<file path="src/rtl/crc_isqrt.sv">
// ----------------------------------------------------------------------------
// crc_isqrt: pipelined integer square root
// One result bit per stage, digit by digit, with a payload carried alongside.
// ----------------------------------------------------------------------------
module crc_isqrt #(
	parameter int IW = 62,
	parameter int PW = 8
) (
	input  logic            clk,
	input  logic            arst_n,
	input  logic            en,
	input  logic            in_vld,
	input  logic [IW-1:0]   in_val,
	input  logic [PW-1:0]   in_pay,
	output logic            out_vld,
	output logic [IW/2-1:0] out_root,
	output logic [PW-1:0]   out_pay
);
	localparam int NS = IW / 2;
	localparam int OW = IW / 2;
	localparam int RW = OW + 3;

	logic          vld_s  [NS];
	logic [RW-1:0] rem_s  [NS];
	logic [OW-1:0] root_s [NS];
	logic [IW-1:0] val_s  [NS];
	logic [PW-1:0] pay_s  [NS];

	for (genvar k = 0; k < NS; k++) begin : g_stage
		logic          p_vld;
		logic [RW-1:0] p_rem, cur, trial;
		logic [OW-1:0] p_root;
		logic [IW-1:0] p_val;
		logic [PW-1:0] p_pay;
		logic          take;

		always_comb begin
			if (k == 0) begin
				p_vld  = in_vld;
				p_rem  = '0;
				p_root = '0;
				p_val  = in_val;
				p_pay  = in_pay;
			end else begin
				p_vld  = vld_s[k-1];
				p_rem  = rem_s[k-1];
				p_root = root_s[k-1];
				p_val  = val_s[k-1];
				p_pay  = pay_s[k-1];
			end
			cur   = {p_rem[RW-3:0], p_val[IW-1:IW-2]};
			trial = RW'({p_root, 2'b01});
			take  = (cur >= trial);
		end

		always_ff @(posedge clk or negedge arst_n) begin
			if (!arst_n) begin
				vld_s[k] <= 1'b0;
			end else if (en) begin
				vld_s[k] <= p_vld;
			end
		end

		always_ff @(posedge clk) begin
			if (en) begin
				rem_s[k]  <= take ? (cur - trial) : cur;
				root_s[k] <= {p_root[OW-2:0], take};
				val_s[k]  <= p_val << 2;
				pay_s[k]  <= p_pay;
			end
		end
	end

	assign out_vld  = vld_s[NS-1];
	assign out_root = root_s[NS-1];
	assign out_pay  = pay_s[NS-1];

endmodule

</file>
<file path="config.mk">
export PLATFORM = sky130hd
export DESIGN_NAME = crc_isqrt
export DESIGN_NICKNAME = d
export VERILOG_FILES = /design/src/rtl/crc_isqrt.sv
export SDC_FILE = /design/constraint.sdc
export NUM_CORES = 2
export LEC_CHECK = 0
export BUFFER_PORTS_ARGS = -buffer_cell sky130_fd_sc_hd__buf_2
export CORE_MARGIN = 5
export CORE_UTILIZATION = 45
export CTS_CLUSTER_SIZE = 20
export DETAILED_ROUTE_END_ITERATION = 16
export PLACE_DENSITY = 0.67
export SYNTH_ARGS = -nofsm -noshare
export SYNTH_HDL_FRONTEND = slang
export SYNTH_MEMORY_MAX_BITS = 65536
export SYNTH_SLANG_ARGS = --single-unit
</file>
<file path="constraint.sdc">
create_clock -name clk -period 10.9 [get_ports clk]
set_clock_uncertainty 0.1 [all_clocks]
set_input_delay 0.545 -clock clk [delete_from_list [all_inputs] [get_ports clk]]
set_output_delay 0.545 -clock clk [all_outputs]
set_load 0.01 [all_outputs]
</file>
==> run metrics <==
Post-synth EDFFs 2587; Num CTS Buffers 294; Vias/cell 5.356; first-pass GRT wire length 358700 um; die height 520.2 um; Crit Path Max Fanout 21; Pre-Repair DR Iteration Count 6; Area contributors post-synth edfxtp_1, ha_1, xor2_1; Post-CTS Setup Bufs 0; clock latency on the worst-skew pair 0.84 ns; routed len/inst 17.73 um; share of layout cells above drive strength 1 7.772%; largest net degree at the start of global routing 180; CORE AREA 259500 sq um; Static Leak 49.87 nW; pwr/cell area 214.8 nW/um^2; layout net count 9621; fin. max-slew vios 0; max-cap violations 0; placed cells 12050; mapped cell area 117200 sq um; Gate Count Post-Synth 8662; Layout fillers 21760; reg2reg end rem_s[0][256]; Yosys top cell area share 66.31%; Total GRT Usage 16.17%; die width 520.2 um; Tcrit/Tclk final 40.11%; # setup viols final 0; initial antenna violation count 1; fin cells 12640; Hold Path Depth 1; asr flop ratio synth 1.184%; setup TNS 0 ns; Crit-path slowest cell nor2_2; Crit path largest cell delay 0.67 ns; Worst Setup End Kind register; CTS max path bufs 4; Netlist cell types 90; VDD IR max 130.9 uV; vias in the first global route 67190; min Tclk post-route 4.371 ns; Hold Crit Endpoint val_s[0][28]; Reg2Reg Depth 9; Slew headroom 14.00%; r2r setup slk 6.53 ns; CTS tree done; Top FF cell, synth edfxtp_1; H-tree levels 5; IO buf count 113; post-synth top area cell edfxtp_1; routed wire length 224100 um; critical path, cell by cell or4_1 -> or3_4 -> or4_1 -> or4_1 -> or3_4 -> nor2_2 -> a2111oi_1 -> a31oi_1 -> a31oi_1; # IOs 114; clock sink count 2618; status completed; post-cts hold buffer count 73; maximum clock rate 228.8 MHz; Syn Nets 9264; R2R Path Start rem_s[0][227]; Arr. time, crit path 4.83 ns; Initial Utilization 45.15%; CP Launch Type register; Reg clk slew, reported paths 0.06 ns; grt total ovfl 0; DR DRC count 0; most used cell, CP or4_1; Slew @ Worst Pin 1.287 ns; unrepaired setup endpoints after global routing false; Hold Crit Class input port to register; Mean Syn Cell Area 13.53 sq um; gpl congestion 0.8855; die area 270600 sq um; Yosys reg bits 2618; Root Driver clkbuf_16; worst hold start en; row cnt 187; register area share after synthesis 66.97%; Via Count 67700; initial drt markers 5172; Final ANT Viol Nets 0; Final Hold Fails 0; dpl hpwl 156300 um; Area Overhead vs Synth 12.64%; synth warn 0; Worst EP required 11.36 ns; Setup CP Type register to register; post-CTS resize count 0
[power by group]
part / total, W / switching (W) / internal (W)
combinational: 0.00529 / 0.00310 / 0.00219
sequential: 0.0135 / 0.000776 / 0.0127
clock: 0.00959 / 0.00392 / 0.00567
total: 0.0283 / 0.00780 / 0.0205
[routing by layer]
layer,wire [um],track usage (%)
met3,9479,2.432
met5,0,0
met1,94210,20.40
met2,113600,28.66
met4,6798,5.138
[metrics by stage]
stage / util [%] / power, W / hold slack, ns / cell area, sq um / setup WS, ns
after CTS: 50.85 / 0.02869 / 0.06924 / 132000 / 6.557
after detailed placement: 46.97 / 0.01892 / 0.3045 / 121900 / 6.585
after global placement: 46.97 / 0.01878 / 0.3001 / 121900 / 6.680
after global routing: 50.86 / 0.02983 / 0.08747 / 132000 / 6.193
after floorplan: - / 0.01720 / 0.1494 / 117200 / 7.416
final: 50.86 / 0.02834 / 0.08319 / 132000 / 6.529
[area by class of cell]
cell class                      count  area, sq um  share of cell area [%]
Clock buffer                      361         7694                   5.830
Antenna cell                        1        2.502                0.001896
Multi-Input combinational cell   5210        35620                   27.00
Clock inverter                    154         1663                   1.260
Timing Repair Buffer              229         1759                   1.333
Inverter                          666         2500                   1.894
Sequential cell                  2618        78460                   59.46
Tap cell                         3402         4257                   3.226
[worst max-delay path: cells and delay by family (launching register included)]
kind            cells  cell delay (ns)
flops               1             0.42
simple gates        6             2.96
compound gates      3             0.62
[registers in the layout, indices dropped and copies added (netlist names)]
| register | count |
|---|---|
| out_vld | 1 |
| g_stage.p_vld | 30 |
| root_s | 496 |
| rem_s | 913 |
| val_s | 930 |
| pay_s | 248 |
[worst max-delay path by stage]
stage               depth (start not counted)            end  slack, ns           from
finish                                      9  rem_s[0][256]       6.53  rem_s[0][227]
global route                               10  rem_s[3][199]       6.19  rem_s[3][138]
CTS                                         9  rem_s[0][256]       6.56  rem_s[0][227]
detailed placement                          9  rem_s[0][256]       6.59  rem_s[0][227]
global placement                            9  rem_s[0][256]       6.68  rem_s[0][227]
floorplan                                   9  rem_s[0][267]       7.42  rem_s[0][227]
[synthesized netlist by cell type, drive strengths merged, types with 121 or more instances]
master     n
inv      666
o21ai    496
nand2    596
nor3     227
a21o     235
nor2     435
ha       528
a21oi    447
clkbuf   154
xnor2    359
edfxtp  2587
nand3    121
xor2     397
[cell families (layout without fill, tap and decap cells)]
kind of cell,after synthesis,in the layout,synth area share (%)
DFF,2618,2618,66.97
and+or+nand+nor,2104,2104,8.914
AOI/OAI and AO/OA,1718,1718,9.150
buffers and inverters,834,1410,2.686
xor gates and xnor gates,756,756,5.652
adders and majority gates,528,528,5.639
muxes,103,103,0.9847
other,1,2,0.003201
[layout by cell type, fill, tap and decap left out, drive strengths merged, types with 121 or more instances in the layout]
cell type and instances:
edfxtp 2587, inv 683, nand2 596, ha 528, o21ai 496, a21oi 447, nor2 435, xor2 397
clkbuf 361, xnor2 359, a21o 235, nor3 227, buf 156, nand3 121
No activity file was read; power rests on OpenSTA's default activity.
