`config.mk`:
```
export PLATFORM = sky130hd
export DESIGN_NAME = crc_front
export DESIGN_NICKNAME = d
export VERILOG_FILES = /design/src/rtl/crc_pkg.sv /design/src/rtl/crc_front.sv
export SDC_FILE = /design/constraint.sdc
export NUM_CORES = 2
export LEC_CHECK = 0
export ABC_AREA = 1
export BUFFER_PORTS_ARGS = -buffer_cell sky130_fd_sc_hd__buf_2
export CAP_MARGIN = 20
export CORE_MARGIN = 3
export CORE_UTILIZATION = 40
export CTS_BUF_LIST = sky130_fd_sc_hd__clkbuf_16
export DETAILED_ROUTE_END_ITERATION = 10
export GPL_TIMING_DRIVEN = 1
export PLACE_DENSITY = 0.63
export SYNTH_ARGS = -nofsm -noshare
export SYNTH_HDL_FRONTEND = slang
export SYNTH_SLANG_ARGS = --single-unit
```
`constraint.sdc`:
```
create_clock -name clk -period 5.2 [get_ports clk]
set_input_delay 1.04 -clock clk [delete_from_list [all_inputs] [get_ports clk]]
set_output_delay 1.04 -clock clk [all_outputs]
set_load 0.03 [all_outputs]
```
`src/rtl/crc_pkg.sv`:
```
// ----------------------------------------------------------------------------
// crc_pkg: shared types and constants
// Widths and pipeline payload structures used by the circle/rectangle
// collision pipeline.
// ----------------------------------------------------------------------------
package crc_pkg;

	localparam int RAD_W     = 16;  // radius width
	localparam int MAG_W     = 16;  // axis distance width that can still hit
	localparam int D2_W      = 33;  // squared distance width
	localparam int NORM_SH   = 28;  // squared distance is scaled by 2^28
	localparam int SQ_IN_W   = 62;  // square root operand width (even)
	localparam int Q_W       = SQ_IN_W / 2;
	localparam int NUM_W     = 45;  // divider numerator width
	localparam int QUO_W     = 15;  // quotient bits, enough for 16385
	localparam int DEPTH_W   = 17;
	localparam int NRM_W     = 16;
	localparam logic [QUO_W-1:0] NRM_ONE = 15'd16384;

	typedef struct packed {
		logic               hit;
		logic               degen;
		logic [RAD_W-1:0]   r;
		logic               sx;
		logic               sy;
		logic [MAG_W-1:0]   ax;
		logic [MAG_W-1:0]   ay;
		logic [D2_W-1:0]    d2;
	} front_t;

	typedef struct packed {
		logic               hit;
		logic               degen;
		logic [RAD_W-1:0]   r;
		logic               sx;
		logic               sy;
		logic [MAG_W-1:0]   ax;
		logic [MAG_W-1:0]   ay;
	} sq_pay_t;

	typedef struct packed {
		logic               hit;
		logic               degen;
		logic [DEPTH_W-1:0] depth;
		logic               sx;
		logic               sy;
	} div_pay_t;

endpackage

```
`src/rtl/crc_front.sv`:
```
// ----------------------------------------------------------------------------
// crc_front: closest point and squared distance
// Five stages: edges, clamp offset, magnitude, squares, sum and overlap test.
// ----------------------------------------------------------------------------
module crc_front #(
	parameter int COORD_FRAC_BITS = 8
) (
	input  logic               clk,
	input  logic               arst_n,
	input  logic               en,
	input  logic               in_vld,
	input  logic signed [23:0] center_x,
	input  logic signed [23:0] center_y,
	input  logic [15:0]        radius_len,
	input  logic signed [15:0] box_left,
	input  logic signed [15:0] box_top,
	input  logic [14:0]        box_width,
	input  logic [14:0]        box_height,
	output logic               out_vld,
	output crc_pkg::front_t    out_data
);
	import crc_pkg::*;

	localparam int BW = 17 + COORD_FRAC_BITS;
	localparam int CW = ((BW > 24) ? BW : 24) + 1;
	localparam int DW = CW + 1;

	logic [4:0] vld_s;

	logic signed [CW-1:0] cx_s1, cy_s1, lft_s1, rgt_s1, top_s1, bot_s1;
	logic [RAD_W-1:0]     r_s1, r_s2, r_s3, r_s4;
	logic signed [DW-1:0] dx_s2, dy_s2;
	logic [MAG_W-1:0]     ax_s3, ay_s3, ax_s4, ay_s4;
	logic                 sx_s3, sy_s3, big_s3, sx_s4, sy_s4, big_s4;
	logic [2*MAG_W-1:0]   sqx_s4, sqy_s4, rr_s4;
	front_t               res_s5;

	logic signed [CW-1:0] lft, tp, cxc, cyc;
	logic [DW-1:0]        mx, my;
	logic [D2_W-1:0]      d2;
	logic                 hit;

	always_comb begin
		lft = CW'(box_left) <<< COORD_FRAC_BITS;
		tp  = CW'(box_top) <<< COORD_FRAC_BITS;
		if (cx_s1 < lft_s1) cxc = lft_s1;
		else if (cx_s1 > rgt_s1) cxc = rgt_s1;
		else cxc = cx_s1;
		if (cy_s1 < top_s1) cyc = top_s1;
		else if (cy_s1 > bot_s1) cyc = bot_s1;
		else cyc = cy_s1;
		mx = dx_s2[DW-1] ? DW'(-dx_s2) : DW'(dx_s2);
		my = dy_s2[DW-1] ? DW'(-dy_s2) : DW'(dy_s2);
		d2  = D2_W'(sqx_s4) + D2_W'(sqy_s4);
		hit = !big_s4 && (d2 < D2_W'(rr_s4));
	end

	always_ff @(posedge clk or negedge arst_n) begin
		if (!arst_n) begin
			vld_s <= '0;
		end else if (en) begin
			vld_s <= {vld_s[3:0], in_vld};
		end
	end

	always_ff @(posedge clk) begin
		if (en) begin
			cx_s1  <= CW'(center_x);
			cy_s1  <= CW'(center_y);
			lft_s1 <= lft;
			rgt_s1 <= lft + (CW'({1'b0, box_width}) <<< COORD_FRAC_BITS);
			top_s1 <= tp;
			bot_s1 <= tp + (CW'({1'b0, box_height}) <<< COORD_FRAC_BITS);
			r_s1   <= radius_len;

			dx_s2 <= DW'(cxc) - DW'(cx_s1);
			dy_s2 <= DW'(cyc) - DW'(cy_s1);
			r_s2  <= r_s1;

			ax_s3  <= mx[MAG_W-1:0];
			ay_s3  <= my[MAG_W-1:0];
			big_s3 <= (|mx[DW-1:MAG_W]) || (|my[DW-1:MAG_W]);
			sx_s3  <= dx_s2[DW-1];
			sy_s3  <= dy_s2[DW-1];
			r_s3   <= r_s2;

			sqx_s4 <= ax_s3 * ax_s3;
			sqy_s4 <= ay_s3 * ay_s3;
			rr_s4  <= r_s3 * r_s3;
			ax_s4  <= ax_s3;
			ay_s4  <= ay_s3;
			sx_s4  <= sx_s3;
			sy_s4  <= sy_s3;
			big_s4 <= big_s3;
			r_s4   <= r_s3;

			res_s5.hit   <= hit;
			res_s5.degen <= hit && (d2 == '0);
			res_s5.r     <= r_s4;
			res_s5.sx    <= sx_s4;
			res_s5.sy    <= sy_s4;
			res_s5.ax    <= ax_s4;
			res_s5.ay    <= ay_s4;
			res_s5.d2    <= d2;
		end
	end

	assign out_vld  = vld_s[4];
	assign out_data = res_s5;

endmodule

```
==> results.py <==
metrics = {
    "outcome": {
        "outcome": "finished with violations",
        "violations": "setup timing",
    },
    "sta": {
        "finClkSkew_ps": 33.6,
        "fin_crit_ps": 5540,
        "slew_headroom_pct": 52.9,
        "worstMarginPinSlew_ps": 705,
        "setup_ws_ps": -338,
        "fmax_mhz": 181,
        "rsz0062_at_grt": "true",
        "fin_crit_sh_pct": 106,
        "maxSlewViolCount": 0,
        "hold_viol": 0,
        "finalSetupViolations": 55,
    },
    "placed_design": {
        "dp.cells": 7468,
        "gp_congestion": 0.894,
        "io_buffers": 215,
        "hpwl_um": 91300,
    },
    "logic_synthesis": {
        "synth_area_per_cell_um2": 8.97,
        "synth_edf_count": 477,
        "synthCells": 5348,
        "syn_area_mm2": 0.0479,
        "async_flop_share_pct": 1.04,
        "synth-seq-cells": 482,
        "syn_nets": 6478,
        "yosysSeqAreaShare_pct": 30.1,
        "ys_types": 56,
        "yosys_warnings": 0,
        "synth_top_flop_cell": "edfxtp_1",
    },
    "drt": {
        "drt-pass1-iter-count": 8,
        "ant_nets": 0,
        "drt-initial-drc-count": 1854,
        "vias_per_cell": 4.74,
        "vias": 36500,
        "drt_wl_total_um": 112000,
        "wire_per_inst_um": 14.6,
        "drc": 0,
    },
    "setup_path": {
        "cp-end-kind": "register",
        "crit_start": "ax_s3[9]",
        "startpoint_type": "register",
        "crit_arrival_ps": 5920,
        "cp_max_fo": 4,
        "reg2reg_from": "ax_s3[9]",
        "crit_required_ps": 5580,
        "crit_type": "register to register",
    },
    "grt": {
        "grt.overflow.total": 0,
        "grt_max_degree": 108,
        "grt_pass1_vias": 38000,
        "antenna_found_initial": 7,
        "grt.total_usage_pct": 18.0,
        "grt_pass1_wl_um": 185000,
    },
    "die": {
        "num_rows": 126,
        "die_w_um": 352,
        "pin_count": 216,
        "core_mm2": 0.119,
        "die_area_mm2": 0.124,
        "initial_core_util_pct": 40.4,
        "die_h_um": 352,
    },
    "clocking": {
        "clk_path_buf_depth": 3,
        "clock_latency_ps": 660,
        "path_clk_slew_ps": 60,
        "cts_tree": "done",
        "clockRootBuffer": "clkbuf_16",
        "cts_num_sinks": 482,
        "htreeDepth": 2,
        "postCtsHoldBufs": 0,
        "cts_buffers": 58,
    },
    "final_layout": {
        "drive_gt1_share_pct": 22.3,
        "fillers": 10900,
        "areaGrowthSynthToFinish_pct": 24.2,
        "finalNonFillerCells": 7707,
        "fin_nets": 7188,
        "antenna_cells": 0,
    },
    "flow_run": {
        "max-cap-violations": 0,
    },
    "hold_path": {
        "hold_class": "input port to async pin",
    },
}
==> layer usage <==
layer,up-vias,wire [um],global-route usage [%]
li1,18100,-,-
met1,17600,50200,23.8
met2,688,54800,31.4
met3,142,4930,2.43
met4,2,2220,3.94
met5,-,13,0
==> registers in the layout, summed over array words and instances (netlist names), 17 cells and up <==
signal	cells
out_data	85
rr_s4	30
sqx_s4	30
sqy_s4	30
dx_s2	27
dy_s2	27
cx_s1	24
cy_s1	24
bot_s1	17
rgt_s1	17
==> critical path: stages (launching register included) <==
cell,delay [ps]
edfxtp_1,410
buf_12,160
buf_8,130
nand2_4,80
inv_2,40
fa_1,510
inv_2,40
fa_1,490
inv_1,50
fa_1,470
inv_1,50
fa_1,470
inv_1,50
fa_1,480
inv_1,50
fa_1,490
inv_2,50
ha_4,300
nand2_4,60
o21ai_2,120
inv_2,70
o21bai_4,170
nand2_2,80
nand3_4,110
nand2_2,60
nand2_2,70
a21oi_2,70
xor2_1,150
==> cell usage in the layout (no fill, tap or decap), types with 60 or more instances in the layout <==
cell / synthesis / layout
buf_6: 1 / 93
inv_1: 1353 / 1269
xnor2_1: 71 / 60
inv_2: 3 / 91
buf_4: 3 / 424
xor2_1: 157 / 144
nand2_2: 8 / 84
fa_1: 490 / 462
nand2_1: 1063 / 953
a21oi_1: 253 / 197
nor2_1: 258 / 223
edfxtp_1: 477 / 477
buf_2: 7 / 215
nand3_1: 171 / 163
o21ai_0: 126 / 100
ha_1: 510 / 458
clkbuf_16: 0 / 62
==> kinds of logic after synthesis <==
group	synth area share, %
mux	0.0235
fa+ha+maj	33.8
compound gates	6.22
flops	30.1
xor+xnor	4.16
simple gates	14.1
buf+inv	11.5
==> final cells by class <==
type,instances,area [um^2],share of cell area (%)
Timing Repair Buffer,761,5860,9.85
Sequential cell,482,14400,24.3
Inverter,1356,5100,8.56
Multi-Input combinational cell,3399,30100,50.6
Clock buffer,58,1450,2.44
Tap cell,1600,2000,3.36
Clock inverter,51,532,0.893
==> what timing repair did <==
item | in CTS | in global routing
pin swaps | 138 | 187
gates cloned | 0 | 6
hold endpoints to repair | 0 | 0
resized for setup | 224 | 346
buffers inserted | 67 | 66
endpoints found under the setup margin | 60 | 64
==> metrics by stage <==
step | hold slack [ps] | utilization [%] | setup TNS (ps) | area [um^2] | setup WS [ps]
6_report | 178 | 50.2 | -10280 | 59500 | -338
5_1_grt | 144 | 50.2 | -21940 | 59500 | -593
4_1_cts | 106 | 48.8 | -9270 | 57800 | -291
3_3_place_gp | 401 | 45.9 | -8980 | 54400 | -334
2_1_floorplan | 400 | - | -1610 | 48700 | -186
3_5_place_dp | 405 | 45.9 | -12430 | 54400 | -434
==> synthesized netlist by cell type, types with 2 or more instances <==
library cell	n	share of area [%]
a21oi_2	9	0.16
and2_1	2	0.026
a21o_1	17	0.27
o221ai_1	2	0.037
clkbuf_1	99	0.78
nand4_1	36	0.47
buf_2	7	0.073
nand3_2	3	0.063
nor3_2	6	0.13
ha_1	510	13
nand3b_1	18	0.28
o211ai_1	12	0.19
o21ai_0	126	1.3
nand2_1	1063	8.3
nor4_1	13	0.17
nor3_1	40	0.42
or2_1	2	0.026
dfrtp_1	5	0.26
nor2_2	9	0.12
a31o_2	3	0.055
buf_4	3	0.047
nand4_2	2	0.052
o21ai_2	6	0.11
a21oi_1	253	2.6
xnor2_1	71	1.3
a211oi_1	4	0.063
o21ai_1	22	0.23
o21bai_1	21	0.33
inv_2	3	0.023
nor2_1	258	2.0
o21a_1	15	0.23
fa_1	490	20
a31oi_1	24	0.31
edfxtp_1	477	30
nand2_2	8	0.10
inv_1	1353	11
xor2_1	157	2.9
o31ai_1	4	0.063
nand3_1	171	1.8
o2111ai_1	3	0.055
or2_2	6	0.078
==> path summary, 6_finish.rpt <==
| path | endpoint | slack, ps | cells past startpoint |
|---|---|---|---|
| worst max-delay path | sqx_s4[29] | -340 | 27 |
| worst min-delay path | vld_s[4] | 180 | 1 |
| worst max register to register | sqx_s4[29] | -340 | 27 |
| worst min register to register | r_s2[10] | 410 | 0 |
| max in group asynchronous | vld_s[0] | 4890 | 1 |
| min in group clk | r_s2[10] | 410 | 0 |
Power is not shown: default switching activity piles up to over one toggle a cycle in this logic, so the estimate is an artifact.
