`src/rtl/crc_pkg.sv`:
```
// ----------------------------------------------------------------------------
// crc_pkg: shared types and constants
// Widths and pipeline payload structures used by the circle/rectangle
// collision pipeline.
// ----------------------------------------------------------------------------
package crc_pkg;

	localparam int RAD_W     = 16;  // radius width
	localparam int MAG_W     = 16;  // axis distance width that can still hit
	localparam int D2_W      = 33;  // squared distance width
	localparam int NORM_SH   = 28;  // squared distance is scaled by 2^28
	localparam int SQ_IN_W   = 62;  // square root operand width (even)
	localparam int Q_W       = SQ_IN_W / 2;
	localparam int NUM_W     = 45;  // divider numerator width
	localparam int QUO_W     = 15;  // quotient bits, enough for 16385
	localparam int DEPTH_W   = 17;
	localparam int NRM_W     = 16;
	localparam logic [QUO_W-1:0] NRM_ONE = 15'd16384;

	typedef struct packed {
		logic               hit;
		logic               degen;
		logic [RAD_W-1:0]   r;
		logic               sx;
		logic               sy;
		logic [MAG_W-1:0]   ax;
		logic [MAG_W-1:0]   ay;
		logic [D2_W-1:0]    d2;
	} front_t;

	typedef struct packed {
		logic               hit;
		logic               degen;
		logic [RAD_W-1:0]   r;
		logic               sx;
		logic               sy;
		logic [MAG_W-1:0]   ax;
		logic [MAG_W-1:0]   ay;
	} sq_pay_t;

	typedef struct packed {
		logic               hit;
		logic               degen;
		logic [DEPTH_W-1:0] depth;
		logic               sx;
		logic               sy;
	} div_pay_t;

endpackage

```
`src/rtl/crc_div.sv`:
```
// ----------------------------------------------------------------------------
// crc_div: rounded depth and pipelined normal division
// A setup stage forms the rounded distance and both numerators, then two
// restoring divider lanes produce one quotient bit per stage.
// ----------------------------------------------------------------------------
module crc_div (
	input  logic                  clk,
	input  logic                  arst_n,
	input  logic                  en,
	input  logic                  in_vld,
	input  logic [crc_pkg::Q_W-1:0] in_q,
	input  crc_pkg::sq_pay_t      in_pay,
	output logic                  out_vld,
	output logic [crc_pkg::QUO_W-1:0] out_qx,
	output logic [crc_pkg::QUO_W-1:0] out_qy,
	output crc_pkg::div_pay_t     out_pay
);
	import crc_pkg::*;

	localparam int SW = Q_W - 14 + 1;

	logic             vld_s0;
	logic [Q_W-1:0]   q_s0;
	logic [NUM_W-1:0] nx_s0, ny_s0;
	div_pay_t         pay_s0;

	logic             vld_s  [QUO_W];
	logic [Q_W-1:0]   q_s    [QUO_W];
	logic [NUM_W-1:0] rx_s   [QUO_W];
	logic [NUM_W-1:0] ry_s   [QUO_W];
	logic [QUO_W-1:0] qx_s   [QUO_W];
	logic [QUO_W-1:0] qy_s   [QUO_W];
	div_pay_t         pay_s  [QUO_W];

	logic [SW-1:0] rnd_dist;
	logic [SW:0]   dep;

	always_comb begin
		// Rounded distance: bit 13 of the scaled root is the half bit.
		rnd_dist = SW'(in_q[Q_W-1:14]) + SW'(in_q[13]);
		dep      = (SW+1)'(rnd_dist) - (SW+1)'(in_pay.r);
	end

	always_ff @(posedge clk or negedge arst_n) begin
		if (!arst_n) begin
			vld_s0 <= 1'b0;
		end else if (en) begin
			vld_s0 <= in_vld;
		end
	end

	always_ff @(posedge clk) begin
		if (en) begin
			q_s0         <= in_q;
			nx_s0        <= (NUM_W'(in_pay.ax) << NORM_SH) + NUM_W'(in_q >> 1);
			ny_s0        <= (NUM_W'(in_pay.ay) << NORM_SH) + NUM_W'(in_q >> 1);
			pay_s0.hit   <= in_pay.hit;
			pay_s0.degen <= in_pay.degen;
			pay_s0.depth <= dep[DEPTH_W-1:0];
			pay_s0.sx    <= in_pay.sx;
			pay_s0.sy    <= in_pay.sy;
		end
	end

	for (genvar k = 0; k < QUO_W; k++) begin : g_stage
		logic             p_vld;
		logic [Q_W-1:0]   p_q;
		logic [NUM_W-1:0] p_rx, p_ry, dsh;
		logic [QUO_W-1:0] p_qx, p_qy;
		div_pay_t         p_pay;
		logic             tx, ty;

		always_comb begin
			if (k == 0) begin
				p_vld = vld_s0;
				p_q   = q_s0;
				p_rx  = nx_s0;
				p_ry  = ny_s0;
				p_qx  = '0;
				p_qy  = '0;
				p_pay = pay_s0;
			end else begin
				p_vld = vld_s[k-1];
				p_q   = q_s[k-1];
				p_rx  = rx_s[k-1];
				p_ry  = ry_s[k-1];
				p_qx  = qx_s[k-1];
				p_qy  = qy_s[k-1];
				p_pay = pay_s[k-1];
			end
			dsh = NUM_W'(p_q) << (QUO_W - 1 - k);
			tx  = (p_rx >= dsh);
			ty  = (p_ry >= dsh);
		end

		always_ff @(posedge clk or negedge arst_n) begin
			if (!arst_n) begin
				vld_s[k] <= 1'b0;
			end else if (en) begin
				vld_s[k] <= p_vld;
			end
		end

		always_ff @(posedge clk) begin
			if (en) begin
				q_s[k]   <= p_q;
				rx_s[k]  <= tx ? (p_rx - dsh) : p_rx;
				ry_s[k]  <= ty ? (p_ry - dsh) : p_ry;
				qx_s[k]  <= {p_qx[QUO_W-2:0], tx};
				qy_s[k]  <= {p_qy[QUO_W-2:0], ty};
				pay_s[k] <= p_pay;
			end
		end
	end

	assign out_vld = vld_s[QUO_W-1];
	assign out_qx  = qx_s[QUO_W-1];
	assign out_qy  = qy_s[QUO_W-1];
	assign out_pay = pay_s[QUO_W-1];

endmodule

```
`config.mk`:
```
export PLATFORM = sky130hd
export DESIGN_NAME = crc_div
export DESIGN_NICKNAME = d
export VERILOG_FILES = /design/src/rtl/crc_pkg.sv /design/src/rtl/crc_div.sv
export SDC_FILE = /design/constraint.sdc
export NUM_CORES = 2
export LEC_CHECK = 0
export BUFFER_PORTS_ARGS = -buffer_cell sky130_fd_sc_hd__buf_2
export CORE_MARGIN = 2
export CORE_UTILIZATION = 65
export CTS_CLUSTER_DIAMETER = 80
export DETAILED_ROUTE_END_ITERATION = 12
export PLACE_DENSITY_LB_ADDON = 0.25
export SLEW_MARGIN = 5
export SYNTH_ARGS = -nofsm -noshare
export SYNTH_HDL_FRONTEND = slang
export SYNTH_SLANG_ARGS = --single-unit
export TNS_END_PERCENT = 5
```
`constraint.sdc`:
```
create_clock -name clk -period 11.15 [get_ports clk]
set_input_delay 1.115 -clock clk [delete_from_list [all_inputs] [get_ports clk]]
set_output_delay 1.115 -clock clk [all_outputs]
set_load 0.01 [all_outputs]
```
==> results <==
- The flow ran to the end, and the final reports show no timing, DRC or antenna violations.
- The initialized floorplan defines 160 standard-cell rows.
- The required arrival time at the worst endpoint is 11790 ps.
- The post-route setup TNS is 0 ps.
- Dividing the detail-routed wire length by the instance count gives 24.65 um.
- Once layout is complete, the utilization of the core stands at 71.09%.
- Of the post-synthesis cell area, the dominant cell type holds 51.52%.
- Static timing analysis puts the maximum clock frequency at 170.1 MHz.
- The worst supply voltage drop on vdd is 0.2072 mV.
- The number of antenna violations at the first check in global routing is 15.
- The number of buffer and inverter instances along the worst setup path is 3.
- The number of input and output port buffers inserted is 138.
- For this run, the total global-route usage over all layers was measured as 35.27%.
- The worst setup path is launched from a register.
- The post-synth design cell area is 123900 um^2.
- The top flip-flop cell by instance count after synthesis is edfxtp_1.
- The type of the worst setup path is register to register.
- The critical path ends at rx_s[1][260].
- The final setup skew is 109.4 ps.
- The number of global-route vias before repair is 89340.
- The post-route minimum period is 5879 ps.
- The number of nets in the synthesized netlist is 12290.
- In this run the static leakage power is 53.36 nW.
- Summed over all nets, the half-perimeter wirelength after detailed placement is 262900 um.
- The cell taking the most area after synthesis is edfxtp_1.
- The first-iteration detailed-routing DRC count is 10260.
- The type of destination of the critical path is a register.
- The wire length reported by the detailed router is 347400 um.
- The worst-margin pin slew is 1302 ps.
- The gate count after technology mapping is 11240.
- The first global-routing pass estimated 522600 um of wire.
- The critical path arrival is 6520 ps.
- The largest single stage delay on the critical path is 720 ps.
- The post-synthesis sequential element count is 2141.
- Sorting the synthesized cells by area gives the leading types as edfxtp_1, ha_1, a21oi_1, xnor2_1, o21ai_0.
- The top cell family by delay on the critical path is compound AO/OA/AOI/OAI gates.
- The post-synthesis sequential area ratio is 51.85%.
- In this design, the critical path's most frequently occurring cell is inv_1.
- Setup slack on the worst reg-to-reg path comes out at 5270 ps.
- The area of the core is 189800 um^2.
- TritonCTS built the clock tree.
- The floorplan die height is 440.5 um.
- The number of cells traversed by the worst register-to-register path is 15.
- The total count of hold-check failures in the final report is 0.
- Buffers added to address setup during post-CTS repair amount to 0.
- The hold buffer count at cts is 0.
- Setup repair after global routing left no endpoint under its margin.
- For this design the ratio of total power to cell area is 278.1 nW/um^2.
- The synthesized design contains 2125 enable-type register cells.
- In this run the number of H-tree levels came out at 4.
- The number of clock buffers added by TritonCTS is 221.
- The critical path crosses 15 cells after its start point.
- The tool flagged a number of max-cap violations equal to 0.
- The slowest stage of the critical path is the edfxtp_1 cell.
- The first TritonRoute pass finished after 9 iterations.
- The pin count of the biggest net entering global routing is 193.
- Yosys printed 0 warnings.
- Setup violations remaining at the end of the flow were counted as 0.
- The synthesized netlist contains 104 unique library cells.
- The DRC violation count after routing is 0.
- The reg-to-reg endpoint is rx_s[1][260].
- The tightest min-delay check is of the input port to asynchronous set/reset pin type.
- The total clock sinks is 2141.
- After clock tree synthesis, the clock-pin slew on the worst setup and hold paths is 70 ps.
- The signal on the critical path passes through inv_1 -> fa_1 -> nand2b_1 -> a21boi_0 -> o21ai_0 -> a21oi_1 -> o21ai_2 -> o221ai_1 -> a22o_1 -> a31oi_4 -> inv_1 -> buf_4 -> o211ai_1 -> nor4_1 -> xor2_1.
- In this run the horizontal extent of the chip is 440.5 um.
- The post-cts repair resize count is 0.
- The clock insertion delay at the later pin of the skew report is 940 ps.
- The fraction of layout instances using a drive strength above 1 is 7.439%.
- The routed layout has 91070 vias.
- In this run the clock root is driven by a clkbuf_16.
- Routability-driven placement finished with a final weighted congestion of 1.005.
- In this run the remaining antenna-violating nets after routing total 0.
- The total count of max-transition violations in the final report is 0.
- The critical path launch point is rx_s[1][182].
- At the end of the flow, the number of nets in the layout was 12440.
- During I/O placement, the number of pins put on the boundary was 139.
- The floorplan die area is 194000 um^2.
- In this run the worst path has a maximum fanout of 40.
- For this configuration, the core starts out at a cell density of 65.26%.
- Relative to the synthesized area, the layout overhead comes to 8.937%.
- A synthesized cell averages 11.02 um^2.
- In this run the deepest clock path goes through 3 buffers.
- The worst register-to-register path begins at rx_s[1][182].
- The worst relative slew slack is 12.50%.
- The overall power is 37.52 mW.
- In the finished design, the share of the clock period the worst path needs comes to 52.72%.
- In the routed layout, each cell is associated on average with a via count of 6.463.
- The share of synthesized registers carrying an async set or reset is 0.7473%.
- Global routing finished with a remaining overflow of 0.
[synth_stat cells (24+ instances only)]
cell and n:
xor2_1 405, o21ai_1 24, a21boi_0 29, nor2_1 768
clkbuf_1 198, mux2_2 171, nor3_1 150, a31oi_1 63
a31o_2 26, and2_1 39, o21bai_1 119, a211o_1 31
a211oi_1 63, inv_1 711, o31a_1 26, or3_1 50
o31ai_1 55, a21oi_1 1041, buf_2 43, edfxtp_1 2125
fa_1 26, o21a_1 106, or2_2 38, nand2_1 864
and3_1 76, nor4_1 96, ha_1 940, o211ai_1 44
nand2b_1 126, xnor2_1 539, buf_1 30, o21ai_0 767
nor2b_1 153, nand4_1 171, a21o_1 486, nand3_1 230
[where the power goes]
| group | internal [mW] | switching, mW |
|---|---|---|
| Combinational | 6.62 | 9.50 |
| Sequential | 11.9 | 1.78 |
| Clock | 4.34 | 3.34 |
| Total | 22.9 | 14.6 |
[placed cells by master (no fill, tap or decap), types with 28 or more instances in the layout]
master | synthesis | layout
bufinv_16 | 0 | 28
o21a_1 | 106 | 106
a21boi_0 | 29 | 29
clkbuf_16 | 0 | 221
nand4_1 | 171 | 171
a211o_1 | 31 | 29
mux2_2 | 171 | 171
nand3_1 | 230 | 230
xor2_1 | 405 | 405
nor4_1 | 96 | 94
a31oi_1 | 63 | 61
clkinv_1 | 1 | 44
buf_4 | 0 | 55
o21bai_1 | 119 | 119
nor3_1 | 150 | 150
and2_1 | 39 | 39
nor2b_1 | 153 | 153
edfxtp_1 | 2125 | 2125
ha_1 | 940 | 940
nand2_1 | 864 | 863
inv_1 | 711 | 711
nor2_1 | 768 | 767
o211ai_1 | 44 | 44
and3_1 | 76 | 76
clkbuf_1 | 198 | 30
a211oi_1 | 63 | 63
buf_2 | 43 | 137
or2_2 | 38 | 38
nand2b_1 | 126 | 126
xnor2_1 | 539 | 539
a21o_1 | 486 | 485
o31ai_1 | 55 | 55
or3_1 | 50 | 50
clkinv_2 | 0 | 37
a21oi_1 | 1041 | 1037
o21ai_0 | 767 | 767
[per-layer routing]
layer  part of all wire [%]  GRT usage, %
met4                    6.0         19.11
met5                  0.020             0
met3                    8.0         6.265
met1                     38         43.36
met2                     48         59.29
[flip-flops by register name (all words and copies together) (netlist names)]
signal,count
g_stage.p_vld,15
qx_s,120
g_stage.p_rx,17
g_stage.p_ry,17
qy_s,120
g_stage.p_q,31
pay_s,315
out_vld,1
q_s,413
rx_s,525
ry_s,546
g_stage.p_pay,21
[through the flow]
step | cells | hold WS (ps) | worst slack [ps] | instance area [um^2]
global placement | 13670 | 400.2 | 5974 | 127300
finish | 14090 | 108.7 | 5271 | 134900
detailed placement | 13670 | 404.5 | 5718 | 127300
floorplan | 11240 | 400.3 | 6741 | 123900
CTS | 14090 | 61.08 | 5524 | 134900
global route | 14090 | 113.1 | 5369 | 134900
[worst min path at each step]
stage / cells past startpoint / startpoint / slack [ps] / end
after CTS: 1 / arst_n / 60 / g_stage[10].p_vld
after global placement: 0 / pay_s[0][4] / 400 / pay_s[1][4]
after global routing: 1 / arst_n / 110 / g_stage[14].p_vld
after floorplan: 0 / g_stage[0].p_pay[0] / 400 / pay_s[0][0]
final: 1 / arst_n / 110 / g_stage[14].p_vld
after detailed placement: 0 / g_stage[0].p_pay[16] / 400 / pay_s[0][16]
[kinds of logic after synthesis]
family          share of synthesized area (%)
simple gates                            11.21
buf+inv                                 3.053
compound gates                          15.64
xor+xnor                                6.676
flops                                   51.85
fa+ha+maj                               9.917
mux                                     1.665
[cell type report]
class	instances	area, um^2
inverters	713	2676
fillers	13040	54860
clock inverters	164	1968
multi-input cells	8107	56050
diodes	6	15.01
clock buffers	251	5643
flip-flops and latches	2141	64210
repair buffers	198	1219
well taps	2511	3142
Note: power is estimated with default switching activity, not from simulation.
